**config.mk**
```make
export PLATFORM = sky130hd
export DESIGN_NAME = ventilation_sensor_controller
export DESIGN_NICKNAME = d
export VERILOG_FILES = /design/src/vsc_pkg.sv /design/src/vsc_parser.sv /design/src/vsc_sense.sv /design/src/vsc_emitter.sv /design/src/ventilation_sensor_controller.sv
export SDC_FILE = /design/constraint.sdc
export NUM_CORES = 1
export LEC_CHECK = 0
export BUFFER_PORTS_ARGS = -buffer_cell sky130_fd_sc_hd__clkbuf_2
export CAP_MARGIN = 0
export CORE_MARGIN = 2
export CORE_UTILIZATION = 55
export DETAILED_ROUTE_END_ITERATION = 8
export PLACE_DENSITY = 0.73
export SYNTH_ARGS = -nofsm -noshare
export SYNTH_HDL_FRONTEND = slang
export SYNTH_SLANG_ARGS = --single-unit
```
**constraint.sdc**
```tcl
create_clock -name clk_i -period 10.5 [get_ports clk_i]
set_input_delay 2.1 -clock clk_i [delete_from_list [all_inputs] [get_ports clk_i]]
set_output_delay 2.1 -clock clk_i [all_outputs]
set_load 0.02 [all_outputs]
```
**src/vsc_pkg.sv**
```systemverilog
// vsc_pkg: shared types, ascii codes and fixed-point constants for the
// ventilation sensor controller; no dependencies
`default_nettype none

package vsc_pkg;

  // ascii codes on both links
  localparam logic [7:0] CH_S    = 8'h73;  // 's' start of frame
  localparam logic [7:0] CH_E    = 8'h65;  // 'e' end of frame
  localparam logic [7:0] CH_C    = 8'h43;  // 'C' report id
  localparam logic [7:0] CH_A    = 8'h41;  // 'A' window command id
  localparam logic [7:0] CH_AUTO = 8'h45;  // 'E' auto mode frame id
  localparam logic [7:0] CH_0    = 8'h30;
  localparam logic [7:0] CH_1    = 8'h31;
  localparam logic [7:0] CH_2    = 8'h32;

  // window command codes
  localparam logic [7:0] CMD_OPEN  = CH_1;
  localparam logic [7:0] CMD_CLOSE = CH_2;

  // operation codes on the slave side
  localparam logic OP_APP_BYTE = 1'b0;
  localparam logic OP_SENSOR   = 1'b1;

  // link codes on the master side
  localparam logic LINK_APP    = 1'b0;
  localparam logic LINK_WINDOW = 1'b1;

  // configuration register indexes
  localparam logic [2:0] REG_HUM_LIMIT  = 3'd0;
  localparam logic [2:0] REG_HOT_LIMIT  = 3'd1;
  localparam logic [2:0] REG_COLD_LIMIT = 3'd2;
  localparam logic [2:0] REG_DUST_LOW   = 3'd3;
  localparam logic [2:0] REG_DUST_HIGH  = 3'd4;

  // configuration reset values
  localparam logic [7:0] HUM_LIMIT_RST  = 8'd68;
  localparam logic [7:0] HOT_LIMIT_RST  = 8'd30;
  localparam logic [7:0] COLD_LIMIT_RST = 8'd16;
  localparam logic [9:0] DUST_LOW_RST   = 10'd5;
  localparam logic [9:0] DUST_HIGH_RST  = 10'd600;

  // dust classes
  localparam logic [1:0] DUST_CLEAN = 2'd0;
  localparam logic [1:0] DUST_MID   = 2'd1;
  localparam logic [1:0] DUST_DIRTY = 2'd2;

  // humidity: (raw - 1700) / 120, the divide done as multiply by 2^21/120
  localparam logic [13:0] HUM_OFFSET = 14'd1700;
  localparam logic [14:0] HUM_RECIP  = 15'd17477;
  localparam int          HUM_SHIFT  = 21;

  // temperature: (raw * 165 - 40 * 16384) / 16384
  localparam logic [7:0]  TEMP_SCALE  = 8'd165;
  localparam logic [21:0] TEMP_OFFSET = 22'd655360;
  localparam int          TEMP_SHIFT  = 14;

  // run lengths on the master side
  localparam int REPORT_LEN = 15;
  localparam int CMD_LEN    = 5;
  localparam int RUN_MAX    = REPORT_LEN + CMD_LEN;
  localparam int IDX_W      = $clog2(RUN_MAX);

  // parser phases
  typedef enum logic [3:0] {
    PH_HEADER   = 4'b0001,
    PH_DATA     = 4'b0010,
    PH_WAIT_END = 4'b0100,
    PH_PENDING  = 4'b1000
  } phase_e;

  // parser view handed to the decision logic
  typedef struct packed {
    logic       pending;
    logic [7:0] frame_id;
    logic [7:0] first_data;
    logic       auto_en;
  } par_stat_t;

  // classified sensor sample
  typedef struct packed {
    logic [1:0] dust_cls;
    logic       gas;
    logic [7:0] hum;
    logic [7:0] temp;
    logic       hum_high;
    logic       hot;
    logic       cold;
  } sense_t;

  // one sensor step's run, held until the last word leaves
  typedef struct packed {
    logic [1:0] dust_cls;
    logic       gas;
    logic [7:0] hum;
    logic [7:0] temp;
    logic       cmd_en;
    logic [7:0] cmd_code;
  } rec_t;

  // decimal digits of an 8-bit value as {hundreds, tens, ones}
  function automatic logic [11:0] to_digits(logic [7:0] v);
    logic [3:0]  h;
    logic [6:0]  r;
    logic [14:0] p;
    logic [3:0]  t;
    logic [6:0]  o;
    if (v >= 8'd200) begin
      h = 4'd2;
      r = 7'(v - 8'd200);
    end else if (v >= 8'd100) begin
      h = 4'd1;
      r = 7'(v - 8'd100);
    end else begin
      h = 4'd0;
      r = v[6:0];
    end
    // r below 100: r*205 >> 11 is r / 10
    p = 15'(r) * 15'd205;
    t = p[14:11];
    o = 7'(r - 7'(t) * 7'd10);
    return {h, t, o[3:0]};
  endfunction

endpackage

`default_nettype wire

```
**src/vsc_parser.sv**
```systemverilog
// vsc_parser: app frame parser and auto mode flag
// depends on vsc_pkg
`default_nettype none

module vsc_parser import vsc_pkg::*; (
  input  wire logic       clk_i,
  input  wire logic       rst_ni,
  input  wire logic       byte_en_i,   // app byte taken
  input  wire logic [7:0] byte_i,
  input  wire logic       step_en_i,   // sensor step taken
  output par_stat_t       stat_o
);

  phase_e     phase_q, phase_d;
  logic [1:0] hdr_cnt_q, hdr_cnt_d;
  logic [7:0] data_cnt_q, data_cnt_d;
  logic [7:0] frame_id_q, frame_id_d;
  logic [7:0] frame_len_q, frame_len_d;
  logic [7:0] first_q, first_d;
  logic       auto_q, auto_d;
  logic [7:0] len_val;
  logic [7:0] cnt_inc;

  assign len_val = byte_i - CH_0;
  assign cnt_inc = data_cnt_q + 8'd1;

  // next state of the frame parser
  always_comb begin
    phase_d     = phase_q;
    hdr_cnt_d   = hdr_cnt_q;
    data_cnt_d  = data_cnt_q;
    frame_id_d  = frame_id_q;
    frame_len_d = frame_len_q;
    first_d     = first_q;
    auto_d      = auto_q;
    if (step_en_i) begin
      if (phase_q == PH_PENDING) begin
        if (frame_id_q == CH_AUTO) begin
          if (first_q == CH_1) begin
            auto_d = 1'b1;
          end else if (first_q == CH_0) begin
            auto_d = 1'b0;
          end
        end
        phase_d    = PH_HEADER;
        hdr_cnt_d  = 2'd0;
        data_cnt_d = 8'd0;
      end
    end else if (byte_en_i) begin
      unique case (phase_q)
        PH_HEADER: begin
          if (hdr_cnt_q == 2'd0) begin
            hdr_cnt_d = (byte_i == CH_S) ? 2'd1 : 2'd0;
          end else if (hdr_cnt_q == 2'd1) begin
            frame_id_d = byte_i;
            hdr_cnt_d  = 2'd2;
          end else begin
            frame_len_d = len_val;
            hdr_cnt_d   = 2'd0;
            data_cnt_d  = 8'd0;
            // zero length skips the data bytes
            phase_d     = (len_val == 8'd0) ? PH_WAIT_END : PH_DATA;
          end
        end
        PH_DATA: begin
          if (data_cnt_q == 8'd0) begin
            first_d = byte_i;
          end
          if (cnt_inc == frame_len_q) begin
            data_cnt_d = 8'd0;
            phase_d    = PH_WAIT_END;
          end else begin
            data_cnt_d = cnt_inc;
          end
        end
        PH_WAIT_END: begin
          if (byte_i == CH_E) begin
            phase_d = PH_PENDING;
          end
        end
        PH_PENDING: begin
          // app bytes ignored until the next sensor step
        end
        default: phase_d = PH_HEADER;
      endcase
    end
  end

  // parser state
  always_ff @(posedge clk_i or negedge rst_ni) begin
    if (!rst_ni) begin
      phase_q     <= PH_HEADER;
      hdr_cnt_q   <= 2'd0;
      data_cnt_q  <= 8'd0;
      frame_id_q  <= 8'd0;
      frame_len_q <= 8'd0;
      first_q     <= 8'd0;
      auto_q      <= 1'b0;
    end else begin
      phase_q     <= phase_d;
      hdr_cnt_q   <= hdr_cnt_d;
      data_cnt_q  <= data_cnt_d;
      frame_id_q  <= frame_id_d;
      frame_len_q <= frame_len_d;
      first_q     <= first_d;
      auto_q      <= auto_d;
    end
  end

  assign stat_o.pending    = (phase_q == PH_PENDING);
  assign stat_o.frame_id   = frame_id_q;
  assign stat_o.first_data = first_q;
  assign stat_o.auto_en    = auto_q;

endmodule

`default_nettype wire

```
**src/vsc_sense.sv**
```systemverilog
// vsc_sense: fixed-point conversion and classification of one sensor sample
// depends on vsc_pkg
`default_nettype none

module vsc_sense import vsc_pkg::*; (
  input  wire logic [9:0] dust_i,
  input  wire logic       gas_i,
  input  wire logic [7:0] hum_hi_i,
  input  wire logic [7:0] hum_lo_i,
  input  wire logic [7:0] temp_hi_i,
  input  wire logic [7:0] temp_lo_i,
  input  wire logic [7:0] hum_limit_i,
  input  wire logic [7:0] hot_limit_i,
  input  wire logic [7:0] cold_limit_i,
  input  wire logic [9:0] dust_low_i,
  input  wire logic [9:0] dust_high_i,
  output sense_t          sense_o
);

  logic [13:0] h_raw;
  logic        h_neg;
  logic [13:0] h_mag;
  logic [28:0] h_prod;
  logic [7:0]  h_quo;
  logic [7:0]  hum;
  logic [13:0] t_raw;
  logic [21:0] t_prod;
  logic        t_neg;
  logic [21:0] t_mag;
  logic [7:0]  t_quo;
  logic [7:0]  temp;

  // humidity: divide the magnitude by 120, then restore the sign mod 256
  assign h_raw  = {hum_hi_i[5:0], hum_lo_i};
  assign h_neg  = (h_raw < HUM_OFFSET);
  assign h_mag  = h_neg ? (HUM_OFFSET - h_raw) : (h_raw - HUM_OFFSET);
  assign h_prod = 29'(h_mag) * 29'(HUM_RECIP);
  assign h_quo  = h_prod[HUM_SHIFT +: 8];
  assign hum    = h_neg ? (8'd0 - h_quo) : h_quo;

  // temperature: scale, take off the offset, truncate towards zero
  assign t_raw  = {temp_hi_i, 2'b00, temp_lo_i[7:4]};
  assign t_prod = 22'(t_raw) * 22'(TEMP_SCALE);
  assign t_neg  = (t_prod < TEMP_OFFSET);
  assign t_mag  = t_neg ? (TEMP_OFFSET - t_prod) : (t_prod - TEMP_OFFSET);
  assign t_quo  = t_mag[TEMP_SHIFT +: 8];
  assign temp   = t_neg ? (8'd0 - t_quo) : t_quo;

  // classification against the limits
  always_comb begin
    if (dust_i > dust_high_i) begin
      sense_o.dust_cls = DUST_DIRTY;
    end else if (dust_i < dust_low_i) begin
      sense_o.dust_cls = DUST_CLEAN;
    end else begin
      sense_o.dust_cls = DUST_MID;
    end
    sense_o.gas      = gas_i;
    sense_o.hum      = hum;
    sense_o.temp     = temp;
    sense_o.hum_high = (hum >= hum_limit_i);
    sense_o.cold     = (temp < cold_limit_i);
    sense_o.hot      = !(temp < cold_limit_i) && (temp >= hot_limit_i);
  end

endmodule

`default_nettype wire

```
**src/vsc_emitter.sv**
```systemverilog
// vsc_emitter: result register and byte serialiser for report and command runs
// depends on vsc_pkg
`default_nettype none

module vsc_emitter import vsc_pkg::*; (
  input  wire logic       clk_i,
  input  wire logic       rst_ni,
  input  wire logic       load_i,
  input  wire rec_t       rec_i,
  output logic            ready_o,
  output logic            tvalid_o,
  input  wire logic       tready_i,
  output logic [7:0]      tdata_o,
  output logic            tuser_o,
  output logic            tlast_o
);

  rec_t             rec_q;
  logic             valid_q;
  logic [IDX_W-1:0] idx_q;
  logic [11:0]      hum_dig;
  logic [11:0]      temp_dig;
  logic             word_done;
  logic             run_done;

  assign hum_dig  = to_digits(rec_q.hum);
  assign temp_dig = to_digits(rec_q.temp);

  // last word of the run: end of report with no command, or end of command
  assign tlast_o   = ((idx_q == IDX_W'(REPORT_LEN - 1)) && !rec_q.cmd_en) ||
                     (idx_q == IDX_W'(RUN_MAX - 1));
  assign tuser_o   = (idx_q >= IDX_W'(REPORT_LEN)) ? LINK_WINDOW : LINK_APP;
  assign tvalid_o  = valid_q;
  assign word_done = valid_q && tready_i;
  assign run_done  = word_done && tlast_o;
  assign ready_o   = !valid_q || run_done;

  // byte for the current position of the run
  always_comb begin
    case (idx_q)
      IDX_W'(0):  tdata_o = CH_S;
      IDX_W'(1):  tdata_o = CH_C;
      IDX_W'(2):  tdata_o = CH_1;
      IDX_W'(3):  tdata_o = CH_0;
      IDX_W'(4):  tdata_o = CH_0 + 8'(rec_q.dust_cls);
      IDX_W'(5):  tdata_o = CH_0 + 8'(rec_q.gas);
      IDX_W'(6):  tdata_o = CH_0;
      IDX_W'(7):  tdata_o = CH_0 + 8'(hum_dig[11:8]);
      IDX_W'(8):  tdata_o = CH_0 + 8'(hum_dig[7:4]);
      IDX_W'(9):  tdata_o = CH_0 + 8'(hum_dig[3:0]);
      IDX_W'(10): tdata_o = CH_0;
      IDX_W'(11): tdata_o = CH_0 + 8'(temp_dig[11:8]);
      IDX_W'(12): tdata_o = CH_0 + 8'(temp_dig[7:4]);
      IDX_W'(13): tdata_o = CH_0 + 8'(temp_dig[3:0]);
      IDX_W'(14): tdata_o = CH_E;
      IDX_W'(15): tdata_o = CH_S;
      IDX_W'(16): tdata_o = CH_A;
      IDX_W'(17): tdata_o = CH_1;
      IDX_W'(18): tdata_o = rec_q.cmd_code;
      IDX_W'(19): tdata_o = CH_E;
      default:    tdata_o = CH_E;
    endcase
  end

  // run control
  always_ff @(posedge clk_i or negedge rst_ni) begin
    if (!rst_ni) begin
      valid_q <= 1'b0;
      idx_q   <= '0;
    end else begin
      if (load_i && ready_o) begin
        valid_q <= 1'b1;
        idx_q   <= '0;
      end else if (run_done) begin
        valid_q <= 1'b0;
        idx_q   <= '0;
      end else if (word_done) begin
        idx_q   <= idx_q + IDX_W'(1);
      end
    end
  end

  // record payload
  always_ff @(posedge clk_i) begin
    if (load_i && ready_o) begin
      rec_q <= rec_i;
    end
  end

endmodule

`default_nettype wire

```
**src/ventilation_sensor_controller.sv**
```systemverilog
// order: an app byte passes the input register, then updates the parser; a sensor step
// passes the input register and, once the emitter is free, its result register
// throughput: one app byte per cycle while no sensor step waits; one sensor step per run
// of the single byte serialiser (one word per cycle unless stalled, 15 report + 5 command)
// reset: asynchronous active low; parser idle, manual mode, limits to defaults
`default_nettype none

module ventilation_sensor_controller import vsc_pkg::*; (
  input  wire logic        clk_i,
  input  wire logic        rst_ni,
  // slave side
  input  wire logic        s_axis_tvalid,
  output logic             s_axis_tready,
  // rx_byte[7:0], dust_count[17:8], gas_present[18], hum_byte_hi[26:19],
  // hum_byte_lo[34:27], temp_byte_hi[42:35], temp_byte_lo[50:43], zero pad
  input  wire logic [55:0] s_axis_tdata,
  input  wire logic        s_axis_tuser,   // operation[0]
  // master side
  output logic             m_axis_tvalid,
  input  wire logic        m_axis_tready,
  output logic [7:0]       m_axis_tdata,   // out_byte[7:0]
  output logic             m_axis_tuser,   // link[0]
  output logic             m_axis_tlast,
  // configuration
  input  wire logic        cfg_we_i,
  input  wire logic [2:0]  cfg_idx_i,
  input  wire logic [9:0]  cfg_data_i
);

  logic        in_valid_q;
  logic        op_q;
  logic [50:0] data_q;
  logic        consume;
  logic        emit_ready;
  logic        emit_load;
  logic        byte_en;
  logic        step_en;
  logic [7:0]  hum_limit_q;
  logic [7:0]  hot_limit_q;
  logic [7:0]  cold_limit_q;
  logic [9:0]  dust_low_q;
  logic [9:0]  dust_high_q;
  par_stat_t   stat;
  sense_t      sense;
  rec_t        rec;

  // configuration registers
  always_ff @(posedge clk_i or negedge rst_ni) begin
    if (!rst_ni) begin
      hum_limit_q  <= HUM_LIMIT_RST;
      hot_limit_q  <= HOT_LIMIT_RST;
      cold_limit_q <= COLD_LIMIT_RST;
      dust_low_q   <= DUST_LOW_RST;
      dust_high_q  <= DUST_HIGH_RST;
    end else if (cfg_we_i) begin
      unique case (cfg_idx_i)
        REG_HUM_LIMIT:  hum_limit_q  <= cfg_data_i[7:0];
        REG_HOT_LIMIT:  hot_limit_q  <= cfg_data_i[7:0];
        REG_COLD_LIMIT: cold_limit_q <= cfg_data_i[7:0];
        REG_DUST_LOW:   dust_low_q   <= cfg_data_i;
        REG_DUST_HIGH:  dust_high_q  <= cfg_data_i;
        default: ;
      endcase
    end
  end

  // input register: app bytes drain at once, sensor steps wait for the emitter
  assign consume       = in_valid_q && ((op_q == OP_APP_BYTE) || emit_ready);
  assign s_axis_tready = !in_valid_q || consume;
  assign byte_en       = in_valid_q && (op_q == OP_APP_BYTE);
  assign step_en       = in_valid_q && (op_q == OP_SENSOR) && emit_ready;
  assign emit_load     = step_en;

  always_ff @(posedge clk_i or negedge rst_ni) begin
    if (!rst_ni) begin
      in_valid_q <= 1'b0;
    end else if (s_axis_tready) begin
      in_valid_q <= s_axis_tvalid;
    end
  end

  always_ff @(posedge clk_i) begin
    if (s_axis_tready && s_axis_tvalid) begin
      op_q   <= s_axis_tuser;
      data_q <= s_axis_tdata[50:0];
    end
  end

  vsc_parser u_parser (
    .clk_i     (clk_i),
    .rst_ni    (rst_ni),
    .byte_en_i (byte_en),
    .byte_i    (data_q[7:0]),
    .step_en_i (step_en),
    .stat_o    (stat)
  );

  vsc_sense u_sense (
    .dust_i       (data_q[17:8]),
    .gas_i        (data_q[18]),
    .hum_hi_i     (data_q[26:19]),
    .hum_lo_i     (data_q[34:27]),
    .temp_hi_i    (data_q[42:35]),
    .temp_lo_i    (data_q[50:43]),
    .hum_limit_i  (hum_limit_q),
    .hot_limit_i  (hot_limit_q),
    .cold_limit_i (cold_limit_q),
    .dust_low_i   (dust_low_q),
    .dust_high_i  (dust_high_q),
    .sense_o      (sense)
  );

  // window command: pending frame first, else the auto decision
  always_comb begin
    rec.dust_cls = sense.dust_cls;
    rec.gas      = sense.gas;
    rec.hum      = sense.hum;
    rec.temp     = sense.temp;
    rec.cmd_en   = 1'b0;
    rec.cmd_code = CMD_CLOSE;
    if (stat.pending) begin
      rec.cmd_en   = (stat.frame_id == CH_A) && !stat.auto_en;
      rec.cmd_code = stat.first_data;
    end else if (stat.auto_en) begin
      if (sense.gas || sense.hum_high) begin
        rec.cmd_en   = 1'b1;
        rec.cmd_code = CMD_CLOSE;
      end else if (sense.hot) begin
        rec.cmd_en   = 1'b1;
        rec.cmd_code = CMD_OPEN;
      end else if (sense.cold) begin
        rec.cmd_en   = 1'b1;
        rec.cmd_code = CMD_CLOSE;
      end else if (sense.dust_cls == DUST_DIRTY) begin
        rec.cmd_en   = 1'b1;
        rec.cmd_code = CMD_OPEN;
      end
    end
  end

  vsc_emitter u_emitter (
    .clk_i    (clk_i),
    .rst_ni   (rst_ni),
    .load_i   (emit_load),
    .rec_i    (rec),
    .ready_o  (emit_ready),
    .tvalid_o (m_axis_tvalid),
    .tready_i (m_axis_tready),
    .tdata_o  (m_axis_tdata),
    .tuser_o  (m_axis_tuser),
    .tlast_o  (m_axis_tlast)
  );

endmodule

`default_nettype wire

```
# Word-level counts from Yosys, hierarchy flattened
# Index checks and enable logic that the tools add are counted.
[word_totals]
latch_bits = 0
in_bits = 75
romBits = 0
register_bits = 170
ramBits = 0
mem_count = 0
[op_classes]
n_mux = 52
reduce_logical = 47
n_shift = 0
magnitude_cmp = 12
add_sub_neg = 23
div_mod_pow = 0
eq_ne = 42
multipliers = 6
bitwise = 4
[ops]
columns = ["operator", "n"]
rows = [
  ["$pmux W8 S14", 1],
  ["$mux W8", 8],
  ["$mux W9", 6],
  ["$eq A5 B4 Y1 const B", 8],
  ["$add A6 B4 Y7 const A", 5],
  ["$eq A8 B7 Y1 const B", 4],
  ["$mux W4", 8],
  ["$mul A7 B8 Y15 const B", 2],
  ["$mul A14 B15 Y29 const B", 1],
  ["$mux W7", 4],
  ["$sub A7 B7 Y7 const B", 4],
  ["$lt A22 B20 Y1 const B", 1],
  ["$mul A14 B8 Y22 const B", 1],
  ["$mux W22", 1],
  ["$sub A20 B22 Y22 const A", 1],
  ["$sub A22 B20 Y22 const B", 1],
  ["$eq A5 B3 Y1 const B", 4],
  ["$eq A5 B5 Y1 const B", 4],
  ["$eq A8 B6 Y1 const B", 2],
  ["$ge A8 B7 Y1 const B", 2],
  ["$ge A8 B8 Y1", 2],
  ["$ge A8 B8 Y1 const B", 2],
  ["$logic_not A8 Y1", 2],
  ["$mux W2", 8],
  ["other kinds (53)", 104],
]

# Depth between registers and ports, before layout
[logic_depth]
word_depth = 12
ltp_mapped = 41
mapped_depth_nobuf = 41

# Cells and area by module
# A second synthesis with hierarchy kept.
[hier_totals]
hier_cells = 1549
area_unflattened_um2 = 15821.4
[modules_own_cells]
columns = ["module", "cells_each", "seq_area_each_um2", "area_per_inst_um2", "n_inst"]
rows = [
  ["vsc_sense", 758, 0.0, 6187.2, 1],
  ["vsc_emitter", 412, 991.0, 4036.4, 1],
  ["ventilation_sensor_controller", 176, 2703.8, 3452.1, 1],
  ["vsc_parser", 203, 977.2, 2145.8, 1],
]

# Worst setup path before layout
# Ideal clock, no wire load.
[synth_timing]
path_kind = "register -> output"
startpoint = "reg u_emitter.rec_q[20] (netlist bit)"
endpoint = "out m_axis_tdata[3]"
arrival_time_ns = 6.269
t_required_ns = 8.400
path_slack_ns = 2.131
path_stages_with_launch = 32
cell_sequence = "edfxtp_1 -> inv_1 -> ha_1 -> nand2b_1 -> o211a_1 -> or2_2 -> nand2_1 -> xnor2_1 -> nand2_1 -> o21ai_0 -> ha_1 -> inv_1 -> fa_1 -> inv_1 -> ha_1 -> fa_1 -> ha_1 -> a21o_1 -> a21o_1 -> a21oi_1 -> o21ai_0 -> and2_1 -> xnor2_1 -> ha_1 -> inv_1 -> fa_1 -> xor2_1 -> a211o_1 -> nand4_1 -> xnor2_1 -> nand4b_1 -> o2111ai_1"
[synth_between]
elab_chain_cells = 8
word_cells_on_any_way = 15
[synth_rtl]
columns = ["item", "line", "text"]
rows = [
  ["from (decl)", "vsc_emitter.sv:18", "rec_t rec_q;"],
  ["from (signal assigned)", "vsc_emitter.sv:86", "rec_q <= rec_i;"],
  ["$sub A7 B7 Y7 / $ge A8 B7 Y1 (equally long branches)", "vsc_pkg.sv:113, vsc_pkg.sv:111", ""],
  ["$mux W7", "vsc_pkg.sv:111", "end else if (v >= 8'd100) begin"],
  ["$mux W7", "vsc_pkg.sv:108", "if (v >= 8'd200) begin"],
  ["$mul A7 B8 Y15", "vsc_pkg.sv:119", "p = 15'(r) * 15'd205;"],
  ["$mul A4 B3 Y3", "vsc_pkg.sv:121", "o = 7'(r - 7'(t) * 7'd10);"],
  ["$sub A4 B4 Y4", "vsc_pkg.sv:121", ""],
  ["$add A6 B4 Y7", "vsc_emitter.sv:50", "IDX_W'(9): tdata_o = CH_0 + 8'(hum_dig[3:0]);"],
  ["$pmux W8 S14 (*)", "vsc_emitter.sv:40", "case (idx_q)"],
  ["to (decl)", "ventilation_sensor_controller.sv:21", "output logic [7:0] m_axis_tdata,"],
]
# Mark *: on every way between the ends. The rest lies on a longest branch, timed or not.

# Final worst setup path
# Ends and elaborated chain as after synthesis.

==> run_results.csv <==
group,metric,value,unit
floorplan,row_count,61,
clocking,clockBufferDepth,2,
placed_design,io_buffers,75,
floorplan,io_pins,87,
pwr,intPower,2.60,mW
yosys,synth_seq_cells,164,
sta,hold_viol,0,
worst_setup_path,cp_slowest_stage_delay,0.50,ns
yosys,synth_ff_type,"dfrtp_1",
floorplan,die-width,171,µm
pwr,max-vdd-ir-drop,0.118,mV
final_layout,nets,2039,
routing,ant_nets,0,
min_path,min_to,"u_parser.frame_id_q[4]$_DFFE_PN0P_",
yosys,yosysWarnings,0,
sta,finalMaxSlewViolations,0,
global_route,grt_pass1_vias,11500,
pwr,power_density,287,nW/µm²
run,maxCapViolCount,0,
sta,fmax,0.102,GHz
placed_design,place_congestion,0.870,
global_route,grt_antenna_before_repair,1,
worst_setup_path,cp-end-kind,"primary output",
worst_setup_path,startpoint_type,"flip-flop",
final_layout,layout-drive-gt1-share,12.6,%
routing,drt_iter0_drc,646,
sta,finClkSkew,0.0210,ns
routing,wl,31.4,mm
worst_setup_path,r2r_end,"u_emitter.rec_q[1]$_DFFE_PP_",
sta,slew_headroom,31.9,%
yosys,avgSynthCellArea,9.81,µm²
pwr,p_sw_share,45.8,%
pwr,power_frac_clock,13.6,%
worst_setup_path,rr_startpoint,"data_q[29]$_DFFE_PP_",
worst_setup_path,critPathMostFrequentCell,"ha_1",
clocking,cts_hold_buf,0,
pwr,p_leak,8.01,nW
global_route,grt_usage,22.7,%
global_route,grt_pass1_wl,53.8,mm
clocking,h-tree-depth,4,
final_layout,area_growth,9.43,%
yosys,synth.distinct_cells,92,
routing,vias,11400,
yosys,synth_edf_count,74,
sta,min_period_over_period,93.0,%
routing,drtPass1Iterations,5,
worst_setup_path,reg2reg_depth,39,
routing,routed_via_density,5.66,
floorplan,core_area,27600,µm²
clocking,clockRootBuffer,"clkbuf_16",
yosys,synthArstFlopShare,54.9,%
pwr,p_sw,2.20,mW
yosys,synthesis.nets,1966,
yosys,synthesis.area,15300,µm²
floorplan,die_h,171,µm
sta,setup_violations,0,
clocking,clk_pin_slew,0.06,ns
worst_setup_path,crit_type,"flip-flop to primary output",
run_status,outcome,"completed",
clocking,cts_tree,"built",
min_path,hold_start,"u_parser.frame_id_q[4]$_DFFE_PN0P_",
final_layout,fillers,2290,
sta,tns,0,ns
pwr,comb_power_share,66.6,%
global_route,grt_overflow_total,0,
pwr,total_power,4.79,mW
min_path,hold_depth,2,
clocking,clk-insertion-delay-late,0.44,ns
routing,drc,0,
sta,worst_slew_pin_slew,1.02,ns
worst_setup_path,r2r_slack,0.91,ns
yosys,ys_seq_area_share,29.4,%
pwr,p_seq_share,19.7,%
clocking,post_cts_buffers,0,
worst_setup_path,critPathRequiredTime,8.40,ns
sta,fin_crit,9.76,ns
sta,rsz0062_at_grt,"false",
floorplan,dieArea,29200,µm²
yosys,syn_inst,1558,
placed_design,hpwl,24.9,mm
floorplan,start_util,55.5,%
clocking,cts.sinks,164,
worst_setup_path,cpMaxStageDelayCell,"fa_1",
min_path,holdCritPathClass,"flip-flop to flip-flop",
routing,wl_per_cell,15.5,µm
worst_setup_path,cp_max_fo,5,
global_route,grt_max_degree,77,
worst_setup_path,cp.arrival,7.66,ns
clocking,numCtsBuffers,17,
## worst max-delay path by stage
stage / start / to / slack, ns / depth (start not counted)
5_1_grt: data_q[29]$_DFFE_PP_ / u_emitter.rec_q[1]$_DFFE_PP_ / 0.1 / 39
3_3_place_gp: data_q[29]$_DFFE_PP_ / u_emitter.rec_q[8]$_DFFE_PP_ / 1.09 / 39
3_5_place_dp: data_q[29]$_DFFE_PP_ / u_emitter.rec_q[8]$_DFFE_PP_ / 0.85 / 39
6_report: u_emitter.rec_q[20]$_DFFE_PP_ / m_axis_tdata[3] / 0.74 / 31
4_1_cts: u_emitter.rec_q[20]$_DFFE_PP_ / m_axis_tdata[3] / 0.77 / 31
2_1_floorplan: u_emitter.rec_q[20]$_DFFE_PP_ / m_axis_tdata[3] / 2.13 / 31
## critical path: cells and delay by family (launching register included)
family	cells	cell delay [ns]
compound gates	8	1.70
simple gates	6	0.98
xor+xnor	4	0.99
fa+ha+maj	8	2.55
buf+inv	5	0.53
flops	1	0.45
## power groups by stage
stage               combinational, mW  sequential, mW  clock (mW)
floorplan                        2.45           0.916           0
global placement                 3.03           0.950           0
detailed placement               3.17           0.957           0
CTS                              3.20           0.945       0.661
global route                     3.65           0.964       0.688
finish                           3.19           0.946       0.654
## placed cells by master (no fill, tap or decap), types with 19 or more instances in the layout
cell      Yosys  routed
a21o_1       39      39
a21oi_1      60      60
clkbuf_2      0      74
dfrtp_1      76      76
edfxtp_1     74      74
fa_1         50      50
ha_1        283     283
inv_1       197     197
mux2_2       37      37
nand2_1     113     113
nand2b_1     23      23
nand3_1      33      33
nor2_1       68      67
nor3_1       21      21
o21a_1       19      19
o21ai_0      90      90
xnor2_1      38      38
xor2_1       30      30
## cell type report
class	count	area, µm²	share of cell area, %
multi-input combinational	1166	9960	59.5
clock buffer	17	425	2.54
tap	378	473	2.83
inverter	197	739	4.42
antenna	1	2.50	0.0150
sequential	164	4490	26.8
clock inverter	15	189	1.13
timing repair buffer	85	453	2.71
## sequential cells by signal, summed over array words and instances (netlist names)
register / cells
dust_high_q: 10
data_q: 45
u_parser.phase_q: 4
op_q: 1
hot_limit_q: 8
u_emitter.rec_q: 28
cold_limit_q: 8
u_parser.hdr_cnt_q: 2
u_parser.data_cnt_q: 8
u_emitter.tvalid_o: 1
hum_limit_q: 8
u_parser.frame_id_q: 8
u_emitter.idx_q: 5
in_valid_q: 1
u_parser.frame_len_q: 8
u_parser.first_q: 8
u_parser.auto_q: 1
dust_low_q: 10
## cells in the mapped netlist, types with 6 or more instances
| cell | number | area share [%] |
|---|---|---|
| o31ai_1 | 10 | 0.49 |
| or2_2 | 11 | 0.45 |
| edfxtp_1 | 74 | 15 |
| nor4_1 | 9 | 0.37 |
| xor2_1 | 30 | 1.7 |
| nor4b_1 | 6 | 0.34 |
| nor3b_1 | 8 | 0.39 |
| o21a_1 | 19 | 0.93 |
| nor2_1 | 68 | 1.7 |
| a211o_1 | 9 | 0.52 |
| nand3b_1 | 6 | 0.29 |
| a211oi_1 | 10 | 0.49 |
| dfstp_2 | 14 | 2.4 |
| nor3_1 | 21 | 0.69 |
| o211ai_1 | 14 | 0.69 |
| nand4_1 | 14 | 0.57 |
| xnor2_1 | 38 | 2.2 |
| nand2_1 | 113 | 2.8 |
| nand3_1 | 33 | 1.1 |
| a21oi_1 | 60 | 2.0 |
| nand4b_1 | 9 | 0.52 |
| and2_1 | 12 | 0.49 |
| nor2b_1 | 11 | 0.45 |
| a31oi_1 | 15 | 0.61 |
| o21ai_0 | 90 | 2.9 |
| mux2_2 | 37 | 2.7 |
| or3_1 | 9 | 0.37 |
| mux2i_1 | 8 | 0.52 |
| and3_1 | 12 | 0.49 |
| inv_1 | 197 | 4.8 |
| nand2b_1 | 23 | 0.94 |
| clkbuf_1 | 24 | 0.59 |
| ha_1 | 283 | 23 |
| a21o_1 | 39 | 1.9 |
| fa_1 | 50 | 6.5 |
| dfrtp_1 | 76 | 12 |
## logic make-up after synthesis
kind of cell	count (synthesis)	synth area share [%]
flops	164	29.4
buf+inv	228	5.68
fa+ha+maj	333	29.7
xor+xnor	71	4.26
compound gates	337	14.9
mux	46	3.35
simple gates	379	12.8
## what timing repair did
item | 4_1_cts | 5_1_grt
gates resized for setup | 0 | 1
endpoints found under the hold margin | 0 | 0
setup endpoints to repair | 0 | 3
## metrics by stage
step | setup WS [ns] | hold WS, ns | instance area [µm²] | utilization (%) | cells
2_1_floorplan | 2.13 | 0.427 | 15300 | - | 1558
3_3_place_gp | 1.09 | 0.471 | 16100 | 58.5 | 1990
3_5_place_dp | 0.848 | 0.485 | 16100 | 58.5 | 1990
4_1_cts | 0.774 | 0.501 | 16700 | 60.7 | 2022
5_1_grt | 0.0964 | 0.521 | 16700 | 60.7 | 2023
6_report | 0.738 | 0.496 | 16700 | 60.7 | 2023
## metal layers
| metal | wire, µm | vias up | GRT usage [%] | share of wire [%] |
|---|---|---|---|---|
| met4 | 510 | 0 | 6.06 | 1.6 |
| met5 | 0 | - | 0 | 0 |
| li1 | - | 5702 | - | - |
| met1 | 14800 | 5444 | 30.5 | 47 |
| met3 | 1240 | 39 | 3.17 | 3.9 |
| met2 | 14900 | 256 | 38.5 | 47 |
No activity file was read; power rests on OpenSTA's default activity.
